### src/adpc_pkg.sv
// Shared types, codes and reset values for the actuator deadband position controller.
// No dependencies; every other file of the block imports this package.
package adpc_pkg;

	// Field widths of the stream payloads.
	localparam int TimeW = 32;
	localparam int PosW  = 12;
	localparam int DutyW = 16;
	localparam int AddrW = 4;
	localparam int DataW = 32;

	// Register reset values.
	localparam logic [TimeW-1:0] TimeoutReset  = 32'd12000;
	localparam logic [PosW-1:0]  DeadbandReset = 12'd10;
	localparam logic             FeedbackReset = 1'b1;
	localparam logic [DutyW-1:0] DutyReset     = 16'd600;

	// Register indexes on the configuration port (byte address 4 * index).
	typedef enum logic [1:0] {
		REG_TIMEOUT  = 2'd0,
		REG_DEADBAND = 2'd1,
		REG_FEEDBACK = 2'd2,
		REG_RUN_DUTY = 2'd3
	} reg_idx_t;

	// Request codes carried in tuser; codes five to seven are ignored.
	typedef enum logic [2:0] {
		REQ_TICK       = 3'd0,
		REQ_SET_TARGET = 3'd1,
		REQ_EXTEND     = 3'd2,
		REQ_RETRACT    = 3'd3,
		REQ_STOP       = 3'd4
	} req_t;

	typedef enum logic [1:0] {
		MODE_IDLE       = 2'd0,
		MODE_EXTENDING  = 2'd1,
		MODE_RETRACTING = 2'd2,
		MODE_FAULT      = 2'd3
	} mode_t;

	typedef enum logic [1:0] {
		DIR_STOP = 2'd0,
		DIR_FWD  = 2'd1,
		DIR_REV  = 2'd2
	} dir_t;

	// Configuration as seen by the control logic.
	typedef struct packed {
		logic [TimeW-1:0] move_timeout_ms;
		logic [PosW-1:0]  deadband;
		logic             position_feedback_on;
		logic [DutyW-1:0] run_duty;
	} cfg_t;

	// One request as held in the input register.
	typedef struct packed {
		req_t             req_type;
		logic [TimeW-1:0] now_ms;
		logic [PosW-1:0]  position_sample;
		logic [PosW-1:0]  target_position;
	} item_t;

	// Controller state; direction, duty and mode are also the reported result.
	typedef struct packed {
		mode_t            mode;
		logic [TimeW-1:0] move_start_time;
		logic [PosW-1:0]  target_store;
		dir_t             drive_dir;
		logic [DutyW-1:0] drive_duty;
	} ctrl_state_t;

endpackage

### src/adpc_regs.sv
// Configuration register file with an APB-style access port.
// Depends on adpc_pkg for register indexes, widths and reset values.
module adpc_regs
	import adpc_pkg::*;
(
	input  logic             clk,
	input  logic             arst_n,
	input  logic             psel,
	input  logic             penable,
	input  logic             pwrite,
	input  logic [AddrW-1:0] paddr,
	input  logic [DataW-1:0] pwdata,
	output logic [DataW-1:0] prdata,
	output logic             pready,
	output cfg_t             cfg
);

	logic     wr_en;
	reg_idx_t idx;
	cfg_t     cfg_q;

	assign pready = 1'b1;
	assign wr_en  = psel & penable & pwrite;
	assign idx    = reg_idx_t'(paddr[AddrW-1:2]);
	assign cfg    = cfg_q;

	// Register writes complete on the access phase of a transfer.
	always_ff @(posedge clk or negedge arst_n) begin
		if (!arst_n) begin
			cfg_q.move_timeout_ms      <= TimeoutReset;
			cfg_q.deadband             <= DeadbandReset;
			cfg_q.position_feedback_on <= FeedbackReset;
			cfg_q.run_duty             <= DutyReset;
		end else if (wr_en) begin
			case (idx)
				REG_TIMEOUT:  cfg_q.move_timeout_ms      <= pwdata;
				REG_DEADBAND: cfg_q.deadband             <= pwdata[PosW-1:0];
				REG_FEEDBACK: cfg_q.position_feedback_on <= pwdata[0];
				REG_RUN_DUTY: cfg_q.run_duty             <= pwdata[DutyW-1:0];
				default: ;
			endcase
		end
	end

	// Read data, zero-extended to the bus width.
	always_comb begin
		case (idx)
			REG_TIMEOUT:  prdata = cfg_q.move_timeout_ms;
			REG_DEADBAND: prdata = {{(DataW-PosW){1'b0}}, cfg_q.deadband};
			REG_FEEDBACK: prdata = {{(DataW-1){1'b0}}, cfg_q.position_feedback_on};
			REG_RUN_DUTY: prdata = {{(DataW-DutyW){1'b0}}, cfg_q.run_duty};
			default:      prdata = '0;
		endcase
	end

endmodule

### src/adpc_step.sv
// Next-state logic: applies one request to the controller state.
// Depends on adpc_pkg for the request, mode and direction codes and the state struct.
module adpc_step
	import adpc_pkg::*;
(
	input  cfg_t        cfg,
	input  item_t       item,
	input  ctrl_state_t cur,
	output ctrl_state_t nxt
);

	logic [PosW-1:0]  band_tgt;
	logic [PosW:0]    pos_hi;
	logic [PosW:0]    tgt_hi;
	logic             below_band;
	logic             above_band;
	logic [TimeW-1:0] elapsed;
	logic             timed_out;
	logic             moving;
	logic             pos_bad;

	// A new target is compared at once; otherwise the stored one is used.
	assign band_tgt   = (item.req_type == REQ_SET_TARGET) ? item.target_position
	                                                      : cur.target_store;
	assign pos_hi     = {1'b0, item.position_sample} + {1'b0, cfg.deadband};
	assign tgt_hi     = {1'b0, band_tgt} + {1'b0, cfg.deadband};
	assign below_band = pos_hi < {1'b0, band_tgt};
	assign above_band = {1'b0, item.position_sample} > tgt_hi;

	// Elapsed time wraps modulo 2^32, as the time stamp does.
	assign elapsed   = item.now_ms - cur.move_start_time;
	assign timed_out = elapsed > cfg.move_timeout_ms;
	assign moving    = (cur.mode == MODE_EXTENDING) || (cur.mode == MODE_RETRACTING);
	assign pos_bad   = (item.position_sample == '0);

	always_comb begin
		nxt = cur;
		case (item.req_type)
			REQ_TICK: begin
				if (moving) begin
					if (timed_out || (cfg.position_feedback_on && pos_bad)) begin
						nxt.mode       = MODE_FAULT;
						nxt.drive_dir  = DIR_STOP;
						nxt.drive_duty = '0;
					end else if (cfg.position_feedback_on) begin
						// A move already heading the right way keeps its timer.
						if (below_band) begin
							if (cur.mode != MODE_EXTENDING) begin
								nxt.mode            = MODE_EXTENDING;
								nxt.move_start_time = item.now_ms;
								nxt.drive_dir       = DIR_FWD;
								nxt.drive_duty      = cfg.run_duty;
							end
						end else if (above_band) begin
							if (cur.mode != MODE_RETRACTING) begin
								nxt.mode            = MODE_RETRACTING;
								nxt.move_start_time = item.now_ms;
								nxt.drive_dir       = DIR_REV;
								nxt.drive_duty      = cfg.run_duty;
							end
						end else begin
							nxt.mode       = MODE_IDLE;
							nxt.drive_dir  = DIR_STOP;
							nxt.drive_duty = '0;
						end
					end
				end
			end
			REQ_SET_TARGET: begin
				// The target is kept even when the sample is a read failure.
				nxt.target_store = item.target_position;
				if (pos_bad) begin
					nxt.mode       = MODE_FAULT;
					nxt.drive_dir  = DIR_STOP;
					nxt.drive_duty = '0;
				end else if (below_band) begin
					nxt.mode            = MODE_EXTENDING;
					nxt.move_start_time = item.now_ms;
					nxt.drive_dir       = DIR_FWD;
					nxt.drive_duty      = cfg.run_duty;
				end else if (above_band) begin
					nxt.mode            = MODE_RETRACTING;
					nxt.move_start_time = item.now_ms;
					nxt.drive_dir       = DIR_REV;
					nxt.drive_duty      = cfg.run_duty;
				end else begin
					nxt.mode       = MODE_IDLE;
					nxt.drive_dir  = DIR_STOP;
					nxt.drive_duty = '0;
				end
			end
			REQ_EXTEND: begin
				nxt.mode            = MODE_EXTENDING;
				nxt.move_start_time = item.now_ms;
				nxt.drive_dir       = DIR_FWD;
				nxt.drive_duty      = cfg.run_duty;
			end
			REQ_RETRACT: begin
				nxt.mode            = MODE_RETRACTING;
				nxt.move_start_time = item.now_ms;
				nxt.drive_dir       = DIR_REV;
				nxt.drive_duty      = cfg.run_duty;
			end
			REQ_STOP: begin
				nxt.mode       = MODE_IDLE;
				nxt.drive_dir  = DIR_STOP;
				nxt.drive_duty = '0;
			end
			default: ;
		endcase
	end

endmodule

### src/actuator_deadband_position_control_core.sv
// Top level of the actuator deadband position controller.
// Depends on adpc_pkg, adpc_regs and adpc_step.
//
// Channel   Direction  Carries
// s_*       in         one request: tuser = req_type, tdata = time, sample, target
// m_*       out        one result per request: direction, duty, mode
// APB       in/out     four configuration registers at byte addresses 0, 4, 8, 12
//
// A request is registered on its transfer and evaluated once the result register is
// free, when the controller state and the result register load together. One request
// per cycle is sustained while m_tready is high: the input register refills as its
// request moves on, and the only stall is the result register held by m_tready low.
// Reset (arst_n low) gives mode idle, motor stopped, duty zero, timer and target zero,
// and the registers their documented defaults.
module actuator_deadband_position_control_core
	import adpc_pkg::*;
(
	input  logic             clk,
	input  logic             arst_n,
	// Request stream.
	input  logic             s_tvalid,
	output logic             s_tready,
	input  logic [55:0]      s_tdata,  // [31:0] now_ms, [43:32] position_sample,
	                                   // [55:44] target_position
	input  logic [2:0]       s_tuser,  // [2:0] req_type
	// Result stream.
	output logic             m_tvalid,
	input  logic             m_tready,
	output logic [23:0]      m_tdata,  // [1:0] motor_direction, [17:2] motor_duty,
	                                   // [19:18] actuator_mode, [23:20] zero
	// Configuration port.
	input  logic             psel,
	input  logic             penable,
	input  logic             pwrite,
	input  logic [AddrW-1:0] paddr,
	input  logic [DataW-1:0] pwdata,
	output logic [DataW-1:0] prdata,
	output logic             pready
);

	cfg_t        cfg;
	item_t       item_s1;
	logic        valid_s1;
	ctrl_state_t state_q;
	ctrl_state_t state_nxt;
	logic        out_valid_q;
	logic        advance;

	adpc_regs u_regs (
		.clk    (clk),
		.arst_n (arst_n),
		.psel   (psel),
		.penable(penable),
		.pwrite (pwrite),
		.paddr  (paddr),
		.pwdata (pwdata),
		.prdata (prdata),
		.pready (pready),
		.cfg    (cfg)
	);

	adpc_step u_step (
		.cfg (cfg),
		.item(item_s1),
		.cur (state_q),
		.nxt (state_nxt)
	);

	// The held request moves on once the result register is free.
	assign advance  = valid_s1 && (!out_valid_q || m_tready);
	assign s_tready = !valid_s1 || advance;

	// Input register.
	always_ff @(posedge clk or negedge arst_n) begin
		if (!arst_n) begin
			valid_s1 <= 1'b0;
		end else if (s_tready) begin
			valid_s1 <= s_tvalid;
		end
	end

	always_ff @(posedge clk) begin
		if (s_tvalid && s_tready) begin
			item_s1.req_type        <= req_t'(s_tuser);
			item_s1.now_ms          <= s_tdata[31:0];
			item_s1.position_sample <= s_tdata[43:32];
			item_s1.target_position <= s_tdata[55:44];
		end
	end

	// Controller state doubles as the result register: it only changes when the
	// previous result has been taken.
	always_ff @(posedge clk or negedge arst_n) begin
		if (!arst_n) begin
			state_q.mode            <= MODE_IDLE;
			state_q.move_start_time <= '0;
			state_q.target_store    <= '0;
			state_q.drive_dir       <= DIR_STOP;
			state_q.drive_duty      <= '0;
			out_valid_q             <= 1'b0;
		end else begin
			if (advance) begin
				state_q <= state_nxt;
			end
			if (advance) begin
				out_valid_q <= 1'b1;
			end else if (m_tready) begin
				out_valid_q <= 1'b0;
			end
		end
	end

	assign m_tvalid = out_valid_q;
	assign m_tdata  = {4'b0000, state_q.mode, state_q.drive_duty, state_q.drive_dir};

endmodule

### config.mk
export PLATFORM = sky130hd
export DESIGN_NAME = actuator_deadband_position_control_core
export DESIGN_NICKNAME = d
export VERILOG_FILES = /design/src/adpc_pkg.sv /design/src/adpc_regs.sv /design/src/adpc_step.sv /design/src/actuator_deadband_position_control_core.sv
export SDC_FILE = /design/constraint.sdc
export NUM_CORES = 1
export LEC_CHECK = 0
export ABC_CLOCK_PERIOD_IN_PS = 17250
export BUFFER_PORTS_ARGS = -buffer_cell sky130_fd_sc_hd__buf_4
export CAP_MARGIN = 15
export CORE_ASPECT_RATIO = 2
export CORE_MARGIN = 1
export CORE_UTILIZATION = 45
export DETAILED_ROUTE_END_ITERATION = 7
export GPL_TIMING_DRIVEN = 0
export PLACE_DENSITY = 0.67
export SLEW_MARGIN = 20
export SYNTH_ARGS = -nofsm -noshare
export SYNTH_HDL_FRONTEND = slang
export SYNTH_HIERARCHICAL = 1
export SYNTH_SLANG_ARGS = --single-unit
### constraint.sdc
create_clock -name clk -period 17.25 [get_ports clk]
set_clock_uncertainty 0.1 [all_clocks]
set_input_delay 1.725 -clock clk [delete_from_list [all_inputs] [get_ports clk]]
set_output_delay 1.725 -clock clk [all_outputs]
set_load 0.1 [all_outputs]
Yosys cells after proc, flatten, opt, wreduce, memory -nomap -nowiden
Cells that the tools add are included.
Storage, ports and cells
  register bits after elaboration: 186
  latch bits: 0
  bits in writable memories: 0
  memory bits (read-only): 0
  output and inout port bits: 59
  word-level logic and storage cells: 98
  memories kept: 0
Operators by class
  $add $sub $neg: 3
  multipliers: 0
  divide/modulo/power cells: 0
  $lt $le $gt $ge: 3
  eq/ne operators: 22
  shift operators: 0
  muxes and demuxes: 31
  bitwise logic cells: 2
  reduce and logical (&&, ||, !) cells: 22
Operator list (number)
  34-bit 2-to-1 mux: 6
  18-bit 2-to-1 mux: 10
  32-bit 2-to-1 mux: 4
  32-bit one-hot mux with 4 select lines: 1
  32-bit one-hot mux with 3 select lines: 1
  18-bit one-hot mux with 5 select lines: 1
  32-bit greater-than comparator: 1
  32-bit subtractor: 1
  12-bit by 12-bit adder with 13-bit output: 2
  12-bit by 13-bit greater-than comparator with 1-bit output: 1
  13-bit by 12-bit < comparator with 1-bit output: 1
  12-bit zero test: 1
  12-bit 2-to-1 mux: 1
  2-bit one-hot mux with 5 select lines: 1
  10-bit AND reduction: 1
  3-bit by 1-bit inequality test with 1-bit output, second input constant: 3
  2-bit 2-to-1 mux: 4
  2-bit inequality test, second input constant: 4
  2-bit AND reduction: 4
  2-bit == test, second input constant: 3
  3-bit by 2-bit == test with 1-bit output, second input constant: 2
  6-bit AND reduction: 1
  5-bit by 4-bit inequality test with 1-bit output, second input constant: 1
  5-bit nonzero test: 1
  17 further kinds: 27

Longest topological paths before layout
Gate-level depths: netlist of the first run.
  depth in word-level cells: 10
  gate-level depth with buffers: 23
  gate-level depth less buffers: 22

Cells and area by module
The synthesis of the first run kept the hierarchy.
By module, submodules not included
  adpc_step: times used 1, cells each 842, area an instance 5989.5 um2
  actuator_deadband_position_control_core: times used 1, cells each 226, area an instance 4672.0 um2
  adpc_regs: times used 1, cells each 201, area an instance 2783.9 um2

Least setup slack after synthesis of the first run
Ideal clock, no wire load.
  kind: input port to output port
  start point: in paddr[2]
  end point: out prdata[11]
  arrival: 4.303 ns
  required time: 15.425 ns
  path slack: 11.122 ns
  cell stages on the path: 4
  path buffers: 2
  cells stage by stage: buf_6 -> buf_2 -> mux2i_1 -> o21ai_0
Between the ends
  longest elaborated chain between the ends: 2
  elaborated cells between the ends (all ways): 5
  those cells by class: eq/ne: 3; mux: 1; reduce/logical: 1
RTL lines
  start: declaration: line actuator_deadband_position_control_core.sv:35  | input logic [AddrW-1:0] paddr,
  2-bit == test, or another cell as far along: line adpc_regs.sv:47  | case (idx)
  32-bit one-hot mux with 4 select lines *: line adpc_regs.sv:47
  end: declaration: line actuator_deadband_position_control_core.sv:37  | output logic [DataW-1:0] prdata,
Mark *: on every way between the ends. The rest lies on a longest branch, timed or not.

==> reports/summary.txt, run 1 <==
CTS buffer count: 17
Place WS: 10,190 ps
WS Path Type: flip-flop to flip-flop
full die area: 30,600 um2
CP required: 17,550 ps
async set or reset register ratio after synthesis: 0.683
startpoint types: flip-flop
Max-cap violations: 0
Seq/Total Area, Yosys: 0.369
Cells after Synth: 1,269
core area: 29,400 um2
die height: 246 um
Syn Area/Cell: 10.6 um2
DR vias: 10,327
maximum VDD drop: 0.0000932 V
Post-Route WL: 35.5 mm
register area: 4970 um2
largest net degree at the start of global routing: 65
area leader, netlist: dfrtp_1
run status: finished, final reports clean
Period Utilization, post-route: 0.413
area growth from synthesis to layout: 16.9%
Iteration-0 DRC Markers: 606
CTS Root Cell: clkbuf_16
Final Hold Vio Count: 0
GPL Wtd Cong: 0.900
Clock Latency Late Sink: 470 ps
RSZ-0062 raised after global routing: false
EDFF count, synth: 59
antenna-violating nets left: 0
share of layout cells above drive strength 1: 0.294
Final Max Tran Viols: 0
clock sinks: 186
mapped cell area: 13,400 um2
post-synth cell types: 78
NumNets Final: 1,662
Top Ports: 161
CTS Buffer Depth: 2
H-tree depth: 4
Tmin final: 7120 ps
vias in the first global route: 10,695
worst setup margin: 10,130 ps
DR pass1 iterations: 5
routed length per placed instance: 19.5 um
setup violators final: 0
global-route wire length before repair: 56.2 mm
effective utilization at floorplan: 0.457
Worst Path Arrival: 7420 ps
static leakage: 7.35 nW
post-DP HPWL: 27.8 mm
Slew @ Worst Pin: 934 ps
clock slew at reported path FFs: 70 ps
Setup Fix Bufs, Post-CTS: 0
Yosys top cell area share: 0.210
layout filler cell count: 2,700
number of vias per cell: 5.67
row count: 89
top cells by count, synth: dfrtp_1, ha_1, inv_1
hold_buf cts: 0
Slew headroom: 0.372
total grt overflow: 0
crit path capture type: flip-flop
DRC: 0
port bufs: 151
Top FF cell, synth: dfrtp_1
Pwr Density: 187 nW/um2
post_cts resized: 0
top post-synthesis cells by area: dfrtp_1, edfxtp_1, mux2_4, ha_1, mux2_2
multi-input logic area: 7580 um2
Hold Path Class: flip-flop to flip-flop
setup TNS: 0 ps
Tot GR Track Use: 0.237
Fmax: 0.140 GHz
antenna violations before repair: 1
YS warnings: 6
flops & latches, synth: 186
worst-path maximum fanout: 10
Die X: 124 um
CTS tree: yes
==> cell type report <==
class / count / area share
multi-input combinational: 903 / 0.482
sequential: 186 / 0.316
timing repair buffer: 153 / 0.0756
buffer: 73 / 0.0319
tap: 364 / 0.0290
clock buffer: 17 / 0.0271
inverter: 110 / 0.0263
clock inverter: 15 / 0.0118
antenna: 1 / 0.000159
==> state kept, by name, indices dropped and copies added, names as in the netlist <==
| register | cells |
|---|---|
| u_regs/cfg | 61 |
| item_s1 | 59 |
| state_q | 44 |
| m_tdata | 20 |
| m_tvalid | 1 |
| valid_s1 | 1 |
==> cells in the final DEF (no fill, tap or decap), drive strengths merged, types with 44 or more instances in the layout <==
cell	Yosys	final
clkbuf	27	44
mux2	168	168
o21ai	70	70
nand2	66	66
buf	46	199
edfxtp	59	59
dfrtp	113	113
ha	113	113
nor2	67	67
inv	109	114
a21oi	81	81
==> power by group <==
group,switching [mW],internal [mW]
clock network,0.195,0.219
registers,0.118,0.580
logic,1.04,0.783
total,1.36,1.58
==> final timing paths <==
path / from / slack, ps / depth (start not counted) / endpoint
worst max-delay path: item_s1[56] / 10130 / 23 / m_tdata[12]
worst min-delay path: state_q[19] / 410 / 1 / state_q[19]
worst max register to register: item_s1[56] / 10130 / 23 / m_tdata[12]
worst min register to register: state_q[19] / 410 / 1 / state_q[19]
max in group asynchronous: arst_n / 15210 / 2 / u_regs/cfg[20]
min in group asynchronous: arst_n / 1090 / 1 / m_tdata[12]
==> metrics by stage <==
| stage | util | cells | hold slack, ps | power, mW | instance area [um2] |
|---|---|---|---|---|---|
| final | 0.535 | 1822 | 410 | 2.94 | 15700 |
| after global routing | 0.535 | 1822 | 430 | 3.16 | 15700 |
| after CTS | 0.535 | 1821 | 413 | 2.94 | 15700 |
| after detailed placement | 0.514 | 1789 | 397 | 2.52 | 15100 |
| after global placement | 0.512 | 1787 | 388 | 2.47 | 15000 |
| after floorplan | - | 1272 | 377 | 2.11 | 13500 |
==> per-layer routing <==
layer,vias to the layer above,wire length [um],part of all wire,global-route usage
li1,4911,-,-,-
met4,0,1770,0.050,0.140
met5,-,0,0,0
met3,87,1320,0.037,0.0326
met1,5032,12900,0.36,0.244
met2,297,19500,0.55,0.449
==> worst max-delay path, cell delays in order (launching register included) <==
cell and delay, ps:
edfxtp_1 320, clkbuf_2 220, nor3b_2 540, clkbuf_1 540, mux2_2 450, ha_1 340
a21oi_1 240, o21bai_1 100, a21o_1 200, a21o_1 190, a41o_1 250, o41ai_1 390
xor2_1 190, ha_1 270, nand3_1 140, nor4_1 100, a211oi_1 250, o31a_1 310
o211a_1 260, clkbuf_1 460, clkbuf_1 470, a21oi_1 130, o32ai_1 350, mux2_4 220
==> cells by family after synthesis <==
kind of cell / after synthesis / synth area share
simple gates: 258 / 0.0955
buf+inv: 183 / 0.0680
fa+ha+maj: 116 / 0.110
other cells: 2 / 0.000559
mux: 198 / 0.192
compound gates: 280 / 0.135
flops: 186 / 0.369
xor+xnor: 46 / 0.0300
Note: power is estimated with default switching activity, not from simulation.
==> run 2, diff against run 1 <==
--- a/config.mk
+++ b/config.mk
@@ -5,7 +5,7 @@
 export SDC_FILE = /design/constraint.sdc
 export NUM_CORES = 1
 export LEC_CHECK = 0
-export ABC_CLOCK_PERIOD_IN_PS = 17250
+export ABC_CLOCK_PERIOD_IN_PS = 7100
 export BUFFER_PORTS_ARGS = -buffer_cell sky130_fd_sc_hd__buf_4
 export CAP_MARGIN = 15
 export CORE_ASPECT_RATIO = 2
==> constraint.sdc (replaced) <==
create_clock -name clk -period 7.1 [get_ports clk]
set_clock_uncertainty 0.1 [all_clocks]
set_input_delay 0.71 -clock clk [delete_from_list [all_inputs] [get_ports clk]]
set_output_delay 0.71 -clock clk [all_outputs]
set_load 0.1 [all_outputs]
==> run 2 against run 1 <==
Against the previous run: setup slack got worse by 9700 ps; clock power rose by 140%; utilization barely moved; largest cell class unchanged; highest routed layer unchanged; cell count did not move; via count fell by 0.19%.
==> reports/summary.txt, run 2 (synthesized netlist as in run 1, its figures left out) <==
DR pass1 iterations: 5
Iteration-0 DRC Markers: 602
antenna violations before repair: 1
NumNets Final: 1,662
commonest non-fill, non-tap cell in the layout: buf_4
worst-path maximum fanout: 10
H-tree depth: 4
met2 Use GR: 0.449
CTS Root Cell: clkbuf_16
Max-cap violations: 0
Slew @ Worst Pin: 925 ps
CTS tree: yes
total grt overflow: 0
full die area: 30,600 um2
share of layout cells above drive strength 1: 0.296
GRT met1 Usage: 0.242
most frequent cells in the layout: buf_4, dfrtp_1, ha_1
clock sinks: 186
run status: finished, final reports clean
Worst Path Arrival: 6990 ps
buffer and inverter count on the worst path: 4
port bufs: 151
maximum VDD drop: 0.000227 V
largest net degree at the start of global routing: 65
effective utilization at floorplan: 0.457
vias in the first global route: 10,707
worst stage delay on the critical path: 480 ps
Top Ports: 161
Final Max Tran Viols: 0
setup TNS: 0 ps
clock slew at reported path FFs: 70 ps
worst setup margin: 419 ps
crit path capture type: flip-flop
antenna-violating nets left: 0
post-DP HPWL: 27.8 mm
Period Utilization, post-route: 0.941
Tot Pwr: 7.15 mW
core area: 29,400 um2
Fmax: 0.150 GHz
routed length per placed instance: 19.5 um
RSZ-0062 raised after global routing: false
placed cell areas: 15,100 um2
Die X: 124 um
number of vias per cell: 5.66
area growth from synthesis to layout: 17.0%
DR vias: 10,307
Slew headroom: 0.378
CTS buffer count: 17
GRT busiest layer: met2
DRC: 0
Worst path top cell family by delay: compound AO/OA/AOI/OAI gates
Tot GR Track Use: 0.236
global-route wire length before repair: 56.1 mm
startpoint types: flip-flop
CP required: 7410 ps
die height: 246 um
cell repeated most along the worst path: clkbuf_2
crit-path cells: clkbuf_2, nor3b_4, clkbuf_2, mux2_2, ha_1, a21oi_1, o21bai_1, a21o_1, a21o_1, a41o_1, o41ai_1, xor2_1, ha_1, nand3_1, nor4_1, a211oi_1, o31a_1, o211a_1, clkbuf_1, clkbuf_2, a21oi_1, o32ai_1, mux2_4
worst slack on hold paths: 76.5 ps
slowest CP cell: clkbuf_1
GPL Wtd Cong: 0.900
Hold Path Class: primary input to async pin
post-route cell area: 15,700 um2
WS Path Type: flip-flop to flip-flop
row count: 89
Clock Latency Late Sink: 470 ps
Post-Route WL: 35.5 mm
CTS Buffer Depth: 2
Largest register FFs: 61
Place WS: 43.7 ps
static leakage: 7.36 nW
Pwr Density: 455 nW/um2
routing usage on met3: 0.0326
setup violators final: 0
Setup Fix Bufs, Post-CTS: 0
Final Hold Vio Count: 0
Tmin final: 6680 ps
[run 2: cell type report]
cell class / instances / area [um2]
antenna: 1 / 2.50
buffer: 73 / 504
clock buffer: 17 / 425
clock inverter: 15 / 185
fill: 2699 / 13700
inverter: 110 / 413
multi-input combinational: 903 / 7590
sequential: 186 / 4970
tap: 364 / 455
timing repair buffer: 153 / 1190
[run 2: per-stage QoR]
| stage | util | std cells |
|---|---|---|
| floorplan | - | 1272 |
| global placement | 0.512 | 1787 |
| detailed placement | 0.514 | 1789 |
| CTS | 0.535 | 1821 |
| global route | 0.535 | 1822 |
| finish | 0.535 | 1822 |
[run 2: final timing paths]
path | from | end | slack, ps | depth (start not counted)
worst max-delay path | item_s1[56] | m_tdata[12] | 420 | 23
worst min-delay path | arst_n | m_tdata[12] | 80 | 1
worst max register to register | item_s1[56] | m_tdata[12] | 420 | 23
worst min register to register | state_q[20] | state_q[20] | 420 | 1
max in group asynchronous | arst_n | u_regs/cfg[20] | 6070 | 2
min in group clk | s_tdata[25] | item_s1[49] | 310 | 1
[run 2: where the power goes]
group          internal (mW)  leakage, nW  switching, mW
Sequential              1.41         2.09          0.288
Combinational           1.91         4.97           2.54
Clock                  0.532        0.294          0.476
Total                   3.85         7.36           3.31
[run 2: timing repair]
action,4_1_cts,5_1_grt
gates resized for setup,1,4
hold buffers,0,0
endpoints found under the setup margin,1,11
pin swaps,0,0
[run 2: worst register-to-register path: cells and delay by family, from the launching register on]
| family | cells | cell delay (ps) |
|---|---|---|
| xor+xnor | 1 | 190 |
| buf+inv | 4 | 1420 |
| fa+ha+maj | 2 | 610 |
| compound gates | 11 | 2670 |
| mux | 2 | 640 |
| simple gates | 3 | 670 |
| flops | 1 | 320 |
[run 2: routing by layer]
metal  part of all wire  wire length (um)  vias up
met2               0.55             19600      281
met5                  0                 0        -
li1                   -                 -     4914
met3              0.034              1200       83
met4              0.049              1730        0
met1               0.37             13000     5029
